## config.mk

```make
export PLATFORM = sky130hd
export DESIGN_NAME = image_header_field_parser_flat
export DESIGN_NICKNAME = d
export VERILOG_FILES = /design/src/design/ihfp_pkg.sv /design/src/design/ihfp_byte_if.sv /design/src/design/ihfp_result_if.sv /design/src/design/ihfp_sig.sv /design/src/design/ihfp_jpeg.sv /design/src/design/image_header_field_parser.sv /design/src/flat_wrapper.sv
export VERILOG_INCLUDE_DIRS = /design/src /design/src/design
export SDC_FILE = /design/constraint.sdc
export NUM_CORES = 1
export LEC_CHECK = 0
export BUFFER_PORTS_ARGS = -buffer_cell sky130_fd_sc_hd__clkbuf_2
export CORE_MARGIN = 1
export CORE_UTILIZATION = 55
export DETAILED_ROUTE_END_ITERATION = 6
export GPL_ROUTABILITY_DRIVEN = 0
export PLACE_DENSITY = 0.82
export SLEW_MARGIN = 30
export SYNTH_ARGS = -nofsm -noshare
export SYNTH_HDL_FRONTEND = slang
export SYNTH_HIERARCHICAL = 1
export SYNTH_SLANG_ARGS = --single-unit
```

## constraint.sdc

```tcl
create_clock -name clk -period 9.49 [get_ports clk]
set_input_delay 2.847 -clock clk [delete_from_list [all_inputs] [get_ports clk]]
set_output_delay 2.847 -clock clk [all_outputs]
set_load 0.02 [all_outputs]
```

## src/design/image_header_field_parser_assert.svh

```systemverilog
// Assertion shorthands shared by the parser RTL.
// Each macro expects clk and rst in scope.
`ifndef IMAGE_HEADER_FIELD_PARSER_ASSERT_SVH
`define IMAGE_HEADER_FIELD_PARSER_ASSERT_SVH

// Consequent must hold in the same cycle as the antecedent.
`define IHFP_ASSERT_SAME(lbl, ante, cons, msg) \
  lbl: assert property (@(posedge clk) disable iff (rst) (ante) |-> (cons)) \
    else $error(msg);

// Consequent must hold in the cycle after the antecedent.
`define IHFP_ASSERT_NEXT(lbl, ante, cons, msg) \
  lbl: assert property (@(posedge clk) disable iff (rst) (ante) |=> (cons)) \
    else $error(msg);

`endif

```

## src/design/ihfp_pkg.sv

```systemverilog
// ----------------------------------------------------------------------------
// ihfp_pkg
// Shared constants, signature tables and types for the image header parser.
// ----------------------------------------------------------------------------
`default_nettype none

package ihfp_pkg;

  localparam int NUM_CAND = 7;

  // result format codes
  localparam logic [2:0] FMT_UNKNOWN = 3'd0;
  localparam logic [2:0] FMT_PNG     = 3'd1;
  localparam logic [2:0] FMT_JPEG    = 3'd2;
  localparam logic [2:0] FMT_GIF     = 3'd3;
  localparam logic [2:0] FMT_BMP     = 3'd4;
  localparam logic [2:0] FMT_TIFF    = 3'd5;
  localparam logic [2:0] FMT_WEBP    = 3'd6;

  // result status codes
  localparam logic [1:0] ST_OK           = 2'd0;
  localparam logic [1:0] ST_UNRECOGNIZED = 2'd1;
  localparam logic [1:0] ST_NO_FRAME     = 2'd2;
  localparam logic [1:0] ST_TRUNCATED    = 2'd3;

  // signature candidate indexes, lowest index wins
  localparam logic [2:0] CAND_PNG  = 3'd0;
  localparam logic [2:0] CAND_JPEG = 3'd1;
  localparam logic [2:0] CAND_GIF  = 3'd2;
  localparam logic [2:0] CAND_BMP  = 3'd3;
  localparam logic [2:0] CAND_TII  = 3'd4;
  localparam logic [2:0] CAND_TMM  = 3'd5;
  localparam logic [2:0] CAND_WEBP = 3'd6;

  localparam logic [5:0] POS_MAX = 6'd63;

  localparam logic [7:0] SOF_FIRST    = 8'hC0;
  localparam logic [7:0] SOF_LAST     = 8'hC3;
  localparam logic [7:0] MARKER_PFX   = 8'hFF;
  localparam logic [7:0] GIF_VER_7    = 8'h37;
  localparam logic [7:0] GIF_VER_9    = 8'h39;
  localparam logic [7:0] WEBP_DEPTH   = 8'd24;

  // signature tables, padded to a power of two
  localparam logic [7:0] SIG_PNG [8] = '{8'h89, 8'h50, 8'h4E, 8'h47,
                                         8'h0D, 8'h0A, 8'h1A, 8'h0A};
  localparam logic [7:0] SIG_JPG [4] = '{8'hFF, 8'hD8, 8'hFF, 8'h00};
  localparam logic [7:0] SIG_GIF [8] = '{8'h47, 8'h49, 8'h46, 8'h38,
                                         8'h37, 8'h61, 8'h00, 8'h00};
  localparam logic [7:0] SIG_BMP [2] = '{8'h42, 8'h4D};
  localparam logic [7:0] SIG_TII [4] = '{8'h49, 8'h49, 8'h2A, 8'h00};
  localparam logic [7:0] SIG_TMM [4] = '{8'h4D, 8'h4D, 8'h00, 8'h2A};
  localparam logic [7:0] SIG_RIFF [4] = '{8'h52, 8'h49, 8'h46, 8'h46};
  localparam logic [7:0] SIG_WEBP [4] = '{8'h57, 8'h45, 8'h42, 8'h50};

  function automatic logic [3:0] sig_len(input logic [2:0] k);
    case (k)
      CAND_PNG:  sig_len = 4'd8;
      CAND_JPEG: sig_len = 4'd3;
      CAND_GIF:  sig_len = 4'd6;
      CAND_BMP:  sig_len = 4'd2;
      CAND_TII:  sig_len = 4'd4;
      CAND_TMM:  sig_len = 4'd4;
      default:   sig_len = 4'd12;
    endcase
  endfunction

  function automatic logic [2:0] cand_format(input logic [2:0] k);
    case (k)
      CAND_PNG:  cand_format = FMT_PNG;
      CAND_JPEG: cand_format = FMT_JPEG;
      CAND_GIF:  cand_format = FMT_GIF;
      CAND_BMP:  cand_format = FMT_BMP;
      CAND_TII:  cand_format = FMT_TIFF;
      CAND_TMM:  cand_format = FMT_TIFF;
      CAND_WEBP: cand_format = FMT_WEBP;
      default:   cand_format = FMT_UNKNOWN;
    endcase
  endfunction

  typedef enum logic [5:0] {
    PH_PREFIX = 6'b000001,
    PH_CODE   = 6'b000010,
    PH_LEN_HI = 6'b000100,
    PH_LEN_LO = 6'b001000,
    PH_SOF    = 6'b010000,
    PH_SKIP   = 6'b100000
  } phase_t;

  typedef struct packed {
    phase_t      phase;
    logic [15:0] seg_left;
    logic [7:0]  seg_hi;
  } jpeg_state_t;

  typedef struct packed {
    jpeg_state_t st;
    logic        emit;
    logic        frame_ok;
    logic        w_we;
    logic        h_we;
    logic        d_we;
    logic [15:0] width;
    logic [15:0] height;
    logic [7:0]  depth;
    logic [7:0]  depth3;
  } jpeg_step_t;

  typedef struct packed {
    logic [6:0] cand;
    logic       none;
    logic [2:0] first;
  } sig_pick_t;

  typedef struct packed {
    logic [2:0]         fmt;
    logic [1:0]         status;
    logic signed [31:0] width;
    logic signed [31:0] height;
    logic               dims_valid;
    logic [7:0]         bit_depth;
    logic               depth_valid;
    logic [7:0]         color_type;
  } result_t;

endpackage

`default_nettype wire

```

## src/design/ihfp_byte_if.sv

```systemverilog
// ----------------------------------------------------------------------------
// ihfp_byte_if
// Byte stream channel into the parser: one file byte per transaction.
// ----------------------------------------------------------------------------
`default_nettype none

interface ihfp_byte_if;
  logic       valid;
  logic       ready;
  logic [7:0] data_byte;
  logic       start_of_file;
  logic       end_of_file;

  modport source(output valid, data_byte, start_of_file, end_of_file, input ready);
  modport sink(input valid, data_byte, start_of_file, end_of_file, output ready);
endinterface

`default_nettype wire

```

## src/design/ihfp_result_if.sv

```systemverilog
// ----------------------------------------------------------------------------
// ihfp_result_if
// Result channel out of the parser: one header summary per transaction.
// ----------------------------------------------------------------------------
`default_nettype none

interface ihfp_result_if;
  logic               valid;
  logic               ready;
  logic [2:0]         format;
  logic [1:0]         status;
  logic signed [31:0] image_width;
  logic signed [31:0] image_height;
  logic               dims_valid;
  logic [7:0]         bit_depth;
  logic               depth_valid;
  logic [7:0]         png_color_type;

  modport source(output valid, format, status, image_width, image_height, dims_valid,
                 bit_depth, depth_valid, png_color_type, input ready);
  modport sink(input valid, format, status, image_width, image_height, dims_valid,
               bit_depth, depth_valid, png_color_type, output ready);
endinterface

`default_nettype wire

```

## src/design/ihfp_sig.sv

```systemverilog
// ----------------------------------------------------------------------------
// ihfp_sig
// Signature matcher: prunes the candidate set by the current byte and picks
// the lowest surviving candidate.
// ----------------------------------------------------------------------------
`default_nettype none

module ihfp_sig import ihfp_pkg::*; (
  input  logic [5:0] pos,
  input  logic [6:0] cand,
  input  logic [7:0] data,
  output sig_pick_t  pick
);

  logic [6:0] match;

  always_comb begin
    match[CAND_PNG]  = (pos >= 6'd8) || (data == SIG_PNG[pos[2:0]]);
    match[CAND_JPEG] = (pos >= 6'd3) || (data == SIG_JPG[pos[1:0]]);
    if (pos >= 6'd6) begin
      match[CAND_GIF] = 1'b1;
    end else if (pos == 6'd4) begin
      match[CAND_GIF] = (data == GIF_VER_7) || (data == GIF_VER_9);
    end else begin
      match[CAND_GIF] = (data == SIG_GIF[pos[2:0]]);
    end
    match[CAND_BMP] = (pos >= 6'd2) || (data == SIG_BMP[pos[0]]);
    match[CAND_TII] = (pos >= 6'd4) || (data == SIG_TII[pos[1:0]]);
    match[CAND_TMM] = (pos >= 6'd4) || (data == SIG_TMM[pos[1:0]]);
    // RIFF, then four size bytes of any value, then WEBP
    if (pos < 6'd4) begin
      match[CAND_WEBP] = (data == SIG_RIFF[pos[1:0]]);
    end else if (pos < 6'd8) begin
      match[CAND_WEBP] = 1'b1;
    end else if (pos < 6'd12) begin
      match[CAND_WEBP] = (data == SIG_WEBP[pos[1:0]]);
    end else begin
      match[CAND_WEBP] = 1'b1;
    end
  end

  always_comb begin
    pick.cand  = cand & match;
    pick.none  = (pick.cand == '0);
    pick.first = CAND_WEBP;
    for (int i = NUM_CAND - 2; i >= 0; i--) begin
      if (pick.cand[i]) begin
        pick.first = 3'(i);
      end
    end
  end

endmodule

`default_nettype wire

```

## src/design/ihfp_jpeg.sv

```systemverilog
// ----------------------------------------------------------------------------
// ihfp_jpeg
// One step of the JPEG marker walk: segment skipping and SOF field capture.
// ----------------------------------------------------------------------------
`default_nettype none

module ihfp_jpeg import ihfp_pkg::*; (
  input  jpeg_state_t cur,
  input  logic [7:0]  data,
  input  logic [15:0] width,
  input  logic [15:0] height,
  input  logic [7:0]  depth,
  output jpeg_step_t  step
);

  logic [15:0] seg_len;

  assign seg_len = {cur.seg_hi, data};

  always_comb begin
    step          = '0;
    step.st       = cur;
    step.width    = width;
    step.height   = height;
    step.depth    = depth;
    step.depth3   = {depth[6:0], 1'b0} + depth;
    case (cur.phase)
      PH_PREFIX: begin
        if (data != MARKER_PFX) begin
          step.emit = 1'b1;
        end else begin
          step.st.phase = PH_CODE;
        end
      end
      PH_CODE: begin
        if (data >= SOF_FIRST && data <= SOF_LAST) begin
          step.st.phase    = PH_SOF;
          step.st.seg_left = '0;
        end else begin
          step.st.phase = PH_LEN_HI;
        end
      end
      PH_LEN_HI: begin
        step.st.seg_hi = data;
        step.st.phase  = PH_LEN_LO;
      end
      PH_LEN_LO: begin
        if (seg_len <= 16'd2) begin
          step.st.seg_left = '0;
          step.st.phase    = PH_PREFIX;
        end else begin
          step.st.seg_left = seg_len - 16'd2;
          step.st.phase    = PH_SKIP;
        end
      end
      PH_SOF: begin
        // frame header: length(2) precision(1) height(2) width(2)
        if (cur.seg_left == 16'd2) begin
          step.d_we  = 1'b1;
          step.depth = data;
        end else if (cur.seg_left == 16'd3 || cur.seg_left == 16'd4) begin
          step.h_we   = 1'b1;
          step.height = {height[7:0], data};
        end else if (cur.seg_left >= 16'd5) begin
          step.w_we  = 1'b1;
          step.width = {width[7:0], data};
        end
        if (cur.seg_left >= 16'd6) begin
          step.emit     = 1'b1;
          step.frame_ok = 1'b1;
        end else begin
          step.st.seg_left = cur.seg_left + 16'd1;
        end
      end
      PH_SKIP: begin
        if (cur.seg_left <= 16'd1) begin
          step.st.seg_left = '0;
          step.st.phase    = PH_PREFIX;
        end else begin
          step.st.seg_left = cur.seg_left - 16'd1;
        end
      end
      default: begin
        step.st.seg_left = '0;
        step.st.phase    = PH_PREFIX;
      end
    endcase
  end

endmodule

`default_nettype wire

```

## src/design/image_header_field_parser.sv

```systemverilog
// ----------------------------------------------------------------------------
// image_header_field_parser
// Streams file bytes, identifies PNG/JPEG/GIF/BMP/TIFF/WEBP and reports
// the image dimensions, bit depth and PNG color type at most once per file.
// ----------------------------------------------------------------------------
//  channel       dir  transaction
//  data_chan     in   one file byte with start/end-of-file flags
//  result_chan   out  one header summary, at most one per file
//
// Each byte is registered, then parsed combinationally into the result
// register; a byte can be taken every cycle while the result side keeps up.
// A stalled result register holds the parser; one byte waits in the input
// register and the input side stalls behind it.
// Reset (synchronous) starts a new file; no clearing pass is needed.
// ----------------------------------------------------------------------------
`default_nettype none

module image_header_field_parser import ihfp_pkg::*; (
  input  logic                 clk,
  input  logic                 rst,
  ihfp_byte_if.sink            data_chan,
  ihfp_result_if.source        result_chan
);

  `include "image_header_field_parser_assert.svh"

  // input register
  logic       s1_valid;
  logic [7:0] s1_data;
  logic       s1_sof;
  logic       s1_eof;
  logic       s1_adv;

  // parser state
  logic [5:0]  pos,   pos_next;
  logic [6:0]  cand,  cand_next;
  logic [31:0] wacc,  wacc_next;
  logic [31:0] hacc,  hacc_next;
  logic [15:0] dacc,  dacc_next;
  logic [7:0]  ctype, ctype_next;
  jpeg_state_t jst,   jst_next;
  logic        given, given_next;

  // state as seen by this byte (new file clears it first)
  logic [5:0]  e_pos;
  logic [6:0]  e_cand;
  logic [31:0] e_wacc;
  logic [31:0] e_hacc;
  logic [15:0] e_dacc;
  logic [7:0]  e_ctype;
  jpeg_state_t e_jst;
  logic        e_given;

  // result register
  logic    res_valid;
  result_t res;
  result_t r;
  logic    emit;

  sig_pick_t  pick;
  jpeg_step_t jw;

  logic [1:0] lane_w;
  logic [1:0] lane_h;

  assign s1_adv         = s1_valid && (!res_valid || result_chan.ready);
  assign data_chan.ready = !s1_valid || s1_adv;

  always_ff @(posedge clk) begin
    if (rst) begin
      s1_valid <= 1'b0;
    end else if (data_chan.ready) begin
      s1_valid <= data_chan.valid;
    end
    if (data_chan.valid && data_chan.ready) begin
      s1_data <= data_chan.data_byte;
      s1_sof  <= data_chan.start_of_file;
      s1_eof  <= data_chan.end_of_file;
    end
  end

  always_comb begin
    if (s1_sof) begin
      e_pos   = '0;
      e_cand  = '1;
      e_wacc  = '0;
      e_hacc  = '0;
      e_dacc  = '0;
      e_ctype = '0;
      e_jst   = '{phase: PH_PREFIX, seg_left: '0, seg_hi: '0};
      e_given = 1'b0;
    end else begin
      e_pos   = pos;
      e_cand  = cand;
      e_wacc  = wacc;
      e_hacc  = hacc;
      e_dacc  = dacc;
      e_ctype = ctype;
      e_jst   = jst;
      e_given = given;
    end
  end

  ihfp_sig u_sig (
    .pos  (e_pos),
    .cand (e_cand),
    .data (s1_data),
    .pick (pick)
  );

  ihfp_jpeg u_jpeg (
    .cur    (e_jst),
    .data   (s1_data),
    .width  (e_wacc[15:0]),
    .height (e_hacc[15:0]),
    .depth  (e_dacc[7:0]),
    .step   (jw)
  );

  assign lane_w = 2'(e_pos - 6'd18);
  assign lane_h = 2'(e_pos - 6'd22);

  always_comb begin
    pos_next   = e_pos;
    cand_next  = e_cand;
    wacc_next  = e_wacc;
    hacc_next  = e_hacc;
    dacc_next  = e_dacc;
    ctype_next = e_ctype;
    jst_next   = e_jst;
    given_next = e_given;
    emit       = 1'b0;
    r          = '0;
    if (!e_given) begin
      cand_next = pick.cand;
      if (pick.none) begin
        emit     = 1'b1;
        r.fmt    = FMT_UNKNOWN;
        r.status = ST_UNRECOGNIZED;
      end else begin
        case (pick.first)
          CAND_PNG: begin
            // big-endian IHDR fields
            if (e_pos >= 6'd16 && e_pos <= 6'd19) begin
              wacc_next = {e_wacc[23:0], s1_data};
            end else if (e_pos >= 6'd20 && e_pos <= 6'd23) begin
              hacc_next = {e_hacc[23:0], s1_data};
            end else if (e_pos == 6'd24) begin
              dacc_next = {8'd0, s1_data};
            end else if (e_pos == 6'd25) begin
              ctype_next    = s1_data;
              emit          = 1'b1;
              r.fmt         = FMT_PNG;
              r.status      = ST_OK;
              r.width       = e_wacc;
              r.height      = e_hacc;
              r.dims_valid  = 1'b1;
              r.bit_depth   = e_dacc[7:0];
              r.depth_valid = 1'b1;
              r.color_type  = s1_data;
            end
          end
          CAND_JPEG: begin
            if (e_pos == 6'd2) begin
              jst_next.phase = PH_CODE;
            end else if (e_pos >= 6'd3) begin
              jst_next = jw.st;
              if (jw.w_we) begin
                wacc_next = {16'd0, jw.width};
              end
              if (jw.h_we) begin
                hacc_next = {16'd0, jw.height};
              end
              if (jw.d_we) begin
                dacc_next = {8'd0, jw.depth};
              end
              if (jw.emit) begin
                emit  = 1'b1;
                r.fmt = FMT_JPEG;
                if (jw.frame_ok) begin
                  r.status      = ST_OK;
                  r.width       = {16'd0, jw.width};
                  r.height      = {16'd0, jw.height};
                  r.dims_valid  = 1'b1;
                  r.bit_depth   = jw.depth3;
                  r.depth_valid = 1'b1;
                end else begin
                  r.status = ST_NO_FRAME;
                end
              end
            end
          end
          CAND_GIF: begin
            // little-endian logical screen descriptor
            if (e_pos == 6'd6) begin
              wacc_next = e_wacc | {24'd0, s1_data};
            end else if (e_pos == 6'd7) begin
              wacc_next = e_wacc | {16'd0, s1_data, 8'd0};
            end else if (e_pos == 6'd8) begin
              hacc_next = e_hacc | {24'd0, s1_data};
            end else if (e_pos == 6'd9) begin
              hacc_next = e_hacc | {16'd0, s1_data, 8'd0};
            end else if (e_pos == 6'd10) begin
              emit          = 1'b1;
              r.fmt         = FMT_GIF;
              r.status      = ST_OK;
              r.width       = e_wacc;
              r.height      = e_hacc;
              r.dims_valid  = 1'b1;
              r.bit_depth   = {5'd0, s1_data[6:4]} + 8'd1;
              r.depth_valid = 1'b1;
            end
          end
          CAND_BMP: begin
            if (e_pos >= 6'd18 && e_pos <= 6'd21) begin
              wacc_next = e_wacc | ({24'd0, s1_data} << {lane_w, 3'b000});
            end else if (e_pos >= 6'd22 && e_pos <= 6'd25) begin
              hacc_next = e_hacc | ({24'd0, s1_data} << {lane_h, 3'b000});
            end else if (e_pos == 6'd28) begin
              dacc_next = e_dacc | {8'd0, s1_data};
            end else if (e_pos == 6'd29) begin
              dacc_next     = e_dacc | {s1_data, 8'd0};
              emit          = 1'b1;
              r.fmt         = FMT_BMP;
              r.status      = ST_OK;
              r.width       = e_wacc;
              r.height      = e_hacc;
              r.dims_valid  = 1'b1;
              r.bit_depth   = e_dacc[7:0];
              r.depth_valid = 1'b1;
            end
          end
          CAND_TII, CAND_TMM: begin
            if (e_pos == 6'd3) begin
              emit     = 1'b1;
              r.fmt    = FMT_TIFF;
              r.status = ST_OK;
            end
          end
          default: begin
            if (e_pos == 6'd11) begin
              emit          = 1'b1;
              r.fmt         = FMT_WEBP;
              r.status      = ST_OK;
              r.bit_depth   = WEBP_DEPTH;
              r.depth_valid = 1'b1;
            end
          end
        endcase
        // truncated: report the format only if its signature was complete
        if (!emit && s1_eof) begin
          emit     = 1'b1;
          r.status = ST_TRUNCATED;
          if (({1'b0, e_pos} + 7'd1) >= {3'd0, sig_len(pick.first)}) begin
            r.fmt = cand_format(pick.first);
          end else begin
            r.fmt = FMT_UNKNOWN;
          end
        end
      end
      given_next = emit;
      pos_next   = (e_pos != POS_MAX) ? e_pos + 6'd1 : e_pos;
    end
  end

  always_ff @(posedge clk) begin
    if (rst) begin
      pos   <= '0;
      cand  <= '1;
      wacc  <= '0;
      hacc  <= '0;
      dacc  <= '0;
      ctype <= '0;
      jst   <= '{phase: PH_PREFIX, seg_left: '0, seg_hi: '0};
      given <= 1'b0;
    end else if (s1_adv) begin
      pos   <= pos_next;
      cand  <= cand_next;
      wacc  <= wacc_next;
      hacc  <= hacc_next;
      dacc  <= dacc_next;
      ctype <= ctype_next;
      jst   <= jst_next;
      given <= given_next;
    end
  end

  always_ff @(posedge clk) begin
    if (rst) begin
      res_valid <= 1'b0;
    end else if (s1_adv) begin
      res_valid <= emit;
    end else if (result_chan.ready) begin
      res_valid <= 1'b0;
    end
    if (s1_adv && emit) begin
      res <= r;
    end
  end

  assign result_chan.valid          = res_valid;
  assign result_chan.format         = res.fmt;
  assign result_chan.status         = res.status;
  assign result_chan.image_width    = res.width;
  assign result_chan.image_height   = res.height;
  assign result_chan.dims_valid     = res.dims_valid;
  assign result_chan.bit_depth      = res.bit_depth;
  assign result_chan.depth_valid    = res.depth_valid;
  assign result_chan.png_color_type = res.color_type;

  `IHFP_ASSERT_SAME(a_dims_only_ok, res_valid && res.dims_valid, res.status == ST_OK,
    "dimensions flagged valid on a failed result")
  `IHFP_ASSERT_SAME(a_unknown_no_fields, res_valid && res.fmt == FMT_UNKNOWN,
    !res.depth_valid && !res.dims_valid, "unknown format carries header fields")
  `IHFP_ASSERT_NEXT(a_result_marks_file, s1_adv && emit, given,
    "file not marked done after its result")
  `IHFP_ASSERT_NEXT(a_done_file_frozen, s1_adv && given && !s1_sof, $stable(pos) && !res_valid,
    "parser advanced on a byte after the file's result")

endmodule

`default_nettype wire

```

## src/flat_wrapper.sv

```systemverilog
// flat-port wrapper written by rule: the top's interface ports become plain ports
module image_header_field_parser_flat import ihfp_pkg::*;
  (clk, rst, data_chan_valid, data_chan_data_byte, data_chan_start_of_file, data_chan_end_of_file, data_chan_ready, result_chan_valid, result_chan_format, result_chan_status, result_chan_image_width, result_chan_image_height, result_chan_dims_valid, result_chan_bit_depth, result_chan_depth_valid, result_chan_png_color_type, result_chan_ready);
  ihfp_byte_if data_chan_i ();
  ihfp_result_if result_chan_i ();
  input  logic clk;
  input  logic rst;
  input wire logic [$bits(data_chan_i.valid)-1:0] data_chan_valid;
  input wire logic [$bits(data_chan_i.data_byte)-1:0] data_chan_data_byte;
  input wire logic [$bits(data_chan_i.start_of_file)-1:0] data_chan_start_of_file;
  input wire logic [$bits(data_chan_i.end_of_file)-1:0] data_chan_end_of_file;
  output wire logic [$bits(data_chan_i.ready)-1:0] data_chan_ready;
  output wire logic [$bits(result_chan_i.valid)-1:0] result_chan_valid;
  output wire logic [$bits(result_chan_i.format)-1:0] result_chan_format;
  output wire logic [$bits(result_chan_i.status)-1:0] result_chan_status;
  output wire logic [$bits(result_chan_i.image_width)-1:0] result_chan_image_width;
  output wire logic [$bits(result_chan_i.image_height)-1:0] result_chan_image_height;
  output wire logic [$bits(result_chan_i.dims_valid)-1:0] result_chan_dims_valid;
  output wire logic [$bits(result_chan_i.bit_depth)-1:0] result_chan_bit_depth;
  output wire logic [$bits(result_chan_i.depth_valid)-1:0] result_chan_depth_valid;
  output wire logic [$bits(result_chan_i.png_color_type)-1:0] result_chan_png_color_type;
  input wire logic [$bits(result_chan_i.ready)-1:0] result_chan_ready;
  assign data_chan_i.valid = data_chan_valid;
  assign data_chan_i.data_byte = data_chan_data_byte;
  assign data_chan_i.start_of_file = data_chan_start_of_file;
  assign data_chan_i.end_of_file = data_chan_end_of_file;
  assign data_chan_ready = data_chan_i.ready;
  assign result_chan_valid = result_chan_i.valid;
  assign result_chan_format = result_chan_i.format;
  assign result_chan_status = result_chan_i.status;
  assign result_chan_image_width = result_chan_i.image_width;
  assign result_chan_image_height = result_chan_i.image_height;
  assign result_chan_dims_valid = result_chan_i.dims_valid;
  assign result_chan_bit_depth = result_chan_i.bit_depth;
  assign result_chan_depth_valid = result_chan_i.depth_valid;
  assign result_chan_png_color_type = result_chan_i.png_color_type;
  assign result_chan_i.ready = result_chan_ready;
  image_header_field_parser u_core (.clk(clk), .rst(rst), .data_chan(data_chan_i), .result_chan(result_chan_i));
endmodule
```

==> impl_metrics.yaml <==
outcome:
  status: "finished, final reports clean"
logic_synthesis:
  yosysMostFrequentCell: "dfxtp_1"
  synth_seq_cells: 215
  netlist.area_leader.share_pct: 21.0
  synth_commonest_cells: "dfxtp_1, nand2_1, edfxtp_1"
  synth_cell_types: 96
  ys_dominant_reg_cell: "dfxtp_1"
  seq_area_frac_synth_pct: 38.0
  synth_area_leaders: "edfxtp_1, dfxtp_1, a22o_1, nor2b_1, mux2_2"
  syn-num-nets: 1521
  syn_inst: 1483
  ys.warnings.count: 6
  synth_area_leader_cell: "edfxtp_1"
  avgSynthCellArea_um2: 9.35
  async_reset_ff_share_pct: 0
  synth-edff-count: 97
  syn-cell-area_um2: 13900
floorplan:
  core.rowCount: 57
  coreArea_um2: 24500
  die_h_um: 161
  die_area_um2: 25900
  io_pins: 103
  die_x_um: 161
  start_util_pct: 56.5
power_and_ir_drop:
  p_leak_nw: 5.57
  ir_worst_vdd_uv: 135
  powerDensity_nw_per_um2: 135
routing:
  drc: 0
  via_per_inst: 6.72
  ant_nets: 0
  wl_per_cell_um: 20.7
  drt_iter0_markers: 1559
  via_count: 12500
  routed_wl_um: 38300
  firstDrtPassIters: 6
placed_design:
  place_ws_ps: 3060
  io_buffers: 102
  placed_area_um2: 14400
  detailed_place_hpwl_um: 24800
critical_path:
  cp_max_fo: 55
  required_ps: 9650
  slowest_delay_ps: 660
  r2r_slack_ps: 3140
  crit_type: "register to register"
  start_kind: "register"
  worstPathCellList: "buf_4 > nor2b_1 > buf_4 > inv_1 > ha_1 > nor2_1 > a2111oi_0 > o22ai_1 > o21bai_4 > o21ba_1 > or3b_1 > inv_1 > o2111a_1 > nor4b_2 > nor4b_4 > nor2_4 > buf_16 > buf_4"
  path_buf_inv: 6
  cp_common_cell: "buf_4"
  crit_slowest_cell: "or3b_1"
  endpoint_kind: "register"
  worstReg2RegEnd: "u_core/result_chan.status[0]"
  path_delay_family: "buffers and inverters"
  r2r-start: "u_core/s1_sof"
  cp.arrival_ps: 6510
  r2r_cells: 18
sta:
  post-route-min-period_ps: 6350
  clock_skew_ps: 25.1
  setup_slack_ps: 3140
  worst_hold_slack_ps: 453
  finalCritPeriodShare_pct: 66.9
  setup_violations: 0
  rsz0062_at_grt: "false"
  report.final.hold_viol_count: 0
  slew_viol_final: 0
  worst_slew_pin_slew_ps: 929
  relSlewSlack_pct: 37.7
  fin_tns_setup_ps: 0
  fmax_mhz: 158
grt:
  grt_first_pass_wirelength_um: 59800
  antenna_found_initial: 0
  grt_max_degree: 63
  grt_pass1_vias: 11300
  overflow: 0
  grt_use_total_pct: 28.5
clock_tree:
  cts_root_buf: "clkbuf_16"
  cts_buffers: 24
  clk_pin_slew_ps: 60
  post-cts-setup-buffers: 0
  cts_tree: "built"
  htreeDepth: 1
  clk_path_buf_depth: 3
  cts_sinks: 215
  clk_latency_ps: 530
  hold_buffers: 0
  cts_resized: 0
cells_and_area:
  multi_input_area_um2: 7880
  final_layout_size_suffix_gt1_share_pct: 18.2
  regArea_um2: 5280
  n_fill_cell: 2027
  stdcell_area_um2: 15200
  area_growth_pct: 9.76
  layout.nets: 1550
  antennaDiodeCount: 0
worst_hold_path:
  hold_start: "u_core/hacc[25]"
  hold_end: "u_core/hacc[25]"
  min_path_type: "register to register"
  whs_path_depth: 1
run:
  maxCapViolations: 0
## how the worst max path moves through the flow
stage	start	slack (ps)	cells past startpoint	end
global route	u_core/s1_sof	2850	17	u_core/result_chan.bit_depth[6]
global placement	result_chan_ready	3310	4	data_chan_ready
floorplan	u_core/s1_sof	500	22	u_core/result_chan.bit_depth[0]
finish	u_core/s1_sof	3140	18	u_core/result_chan.status[0]
detailed placement	u_core/s1_sof	3060	17	u_core/result_chan.format[2]
CTS	u_core/s1_sof	3030	17	u_core/result_chan.bit_depth[6]
## per-layer routing
layer / GRT usage (%) / up-vias / wire [um]
met1: 39.7 / 5963 / 16100
li1: - / 5695 / -
met3: 5.09 / 92 / 3790
met2: 45.1 / 708 / 17700
met5: 0 / - / 0
met4: 8.83 / 0 / 808
## worst reg2reg max path, cell delays in order, from the launching register on
cell and delay (ps):
edfxtp_1 320, buf_4 480, nor2b_1 220, buf_4 230, inv_1 150, ha_1 380, nor2_1 150, a2111oi_0 560
o22ai_1 260, o21bai_4 240, o21ba_1 370, or3b_1 660, inv_1 260, o2111a_1 320, nor4b_2 90, nor4b_4 190
nor2_4 400, buf_16 240, buf_4 440
## per-stage QoR
step                std cells  power, mW  util (%)
floorplan                1483       1.14         -
global placement         1808       1.19      58.6
detailed placement       1808       1.20      58.8
CTS                      1852       2.05      61.8
global route             1854       2.11      62.1
finish                   1854       2.05      62.1
## where the power goes
| group | total (mW) | switching, mW | internal, mW |
|---|---|---|---|
| Clock | 0.863 | 0.386 | 0.477 |
| Sequential | 0.999 | 0.0119 | 0.987 |
| Combinational | 0.188 | 0.137 | 0.0517 |
## layout make-up
cell class                 count  area share, %
multi-input combinational   1094           51.8
sequential                   215           34.7
timing repair buffer         129           4.87
clock buffer                  27           4.08
tap                          324           2.66
inverter                      48           1.18
clock inverter                17          0.764
## kinds of logic after synthesis
logic type / count (synthesis) / synth area share, %
AO/OA/AOI/OAI: 471 / 26.0
multiplexers: 56 / 4.72
flip-flops: 215 / 38.0
XOR/XNOR: 36 / 2.27
buffers and inverters: 174 / 5.67
AND/OR/NAND/NOR: 507 / 21.1
adder cells (fa/ha/maj): 24 / 2.22
## registers in the layout, summed over array words and instances (netlist names)
signal and cells:
u_core/result_chan.status 2, u_core/result_chan.png_color_type 8, u_core/wacc 32, u_core/result_chan.format 3
u_core/result_chan.image_width 32, u_core/s1_valid 1, u_core/jst 30, u_core/result_chan.depth_valid 1
u_core/s1_sof 1, u_core/result_chan.valid 1, u_core/pos 6, u_core/result_chan.bit_depth 8
u_core/s1_data 8, u_core/hacc 32, u_core/s1_eof 1, u_core/given 1
u_core/dacc 8, u_core/result_chan.image_height 32, u_core/result_chan.dims_valid 1, u_core/cand 7
## layout by cell type, fill, tap and decap left out, types with 7 or more instances in the layout
master,Yosys,routed
or2_2,16,16
clkbuf_16,0,24
nand2b_1,15,15
o2bb2ai_1,35,34
nand2_1,106,106
a21oi_1,79,78
o21a_1,7,7
clkbuf_2,0,102
o21ai_0,43,43
a311oi_1,17,17
a22oi_1,41,41
nor3b_1,16,16
edfxtp_1,97,97
nand3b_1,15,15
mux2_2,37,37
o211ai_1,20,20
mux2_4,9,9
mux2i_1,8,8
o31ai_1,7,7
a221o_1,17,17
nor2_1,67,64
o221ai_1,11,11
nor3_1,29,26
a22o_1,64,64
xnor2_1,19,19
nor2b_1,85,84
ha_1,23,23
a211oi_1,16,16
inv_1,48,48
a222oi_1,11,11
nor4_1,13,13
nand3_1,26,26
dfxtp_1,118,118
and2_1,47,47
or3_1,14,14
xor2_1,17,17
buf_4,9,25
a221oi_1,17,17
Power figures use the tool's default switching activity.
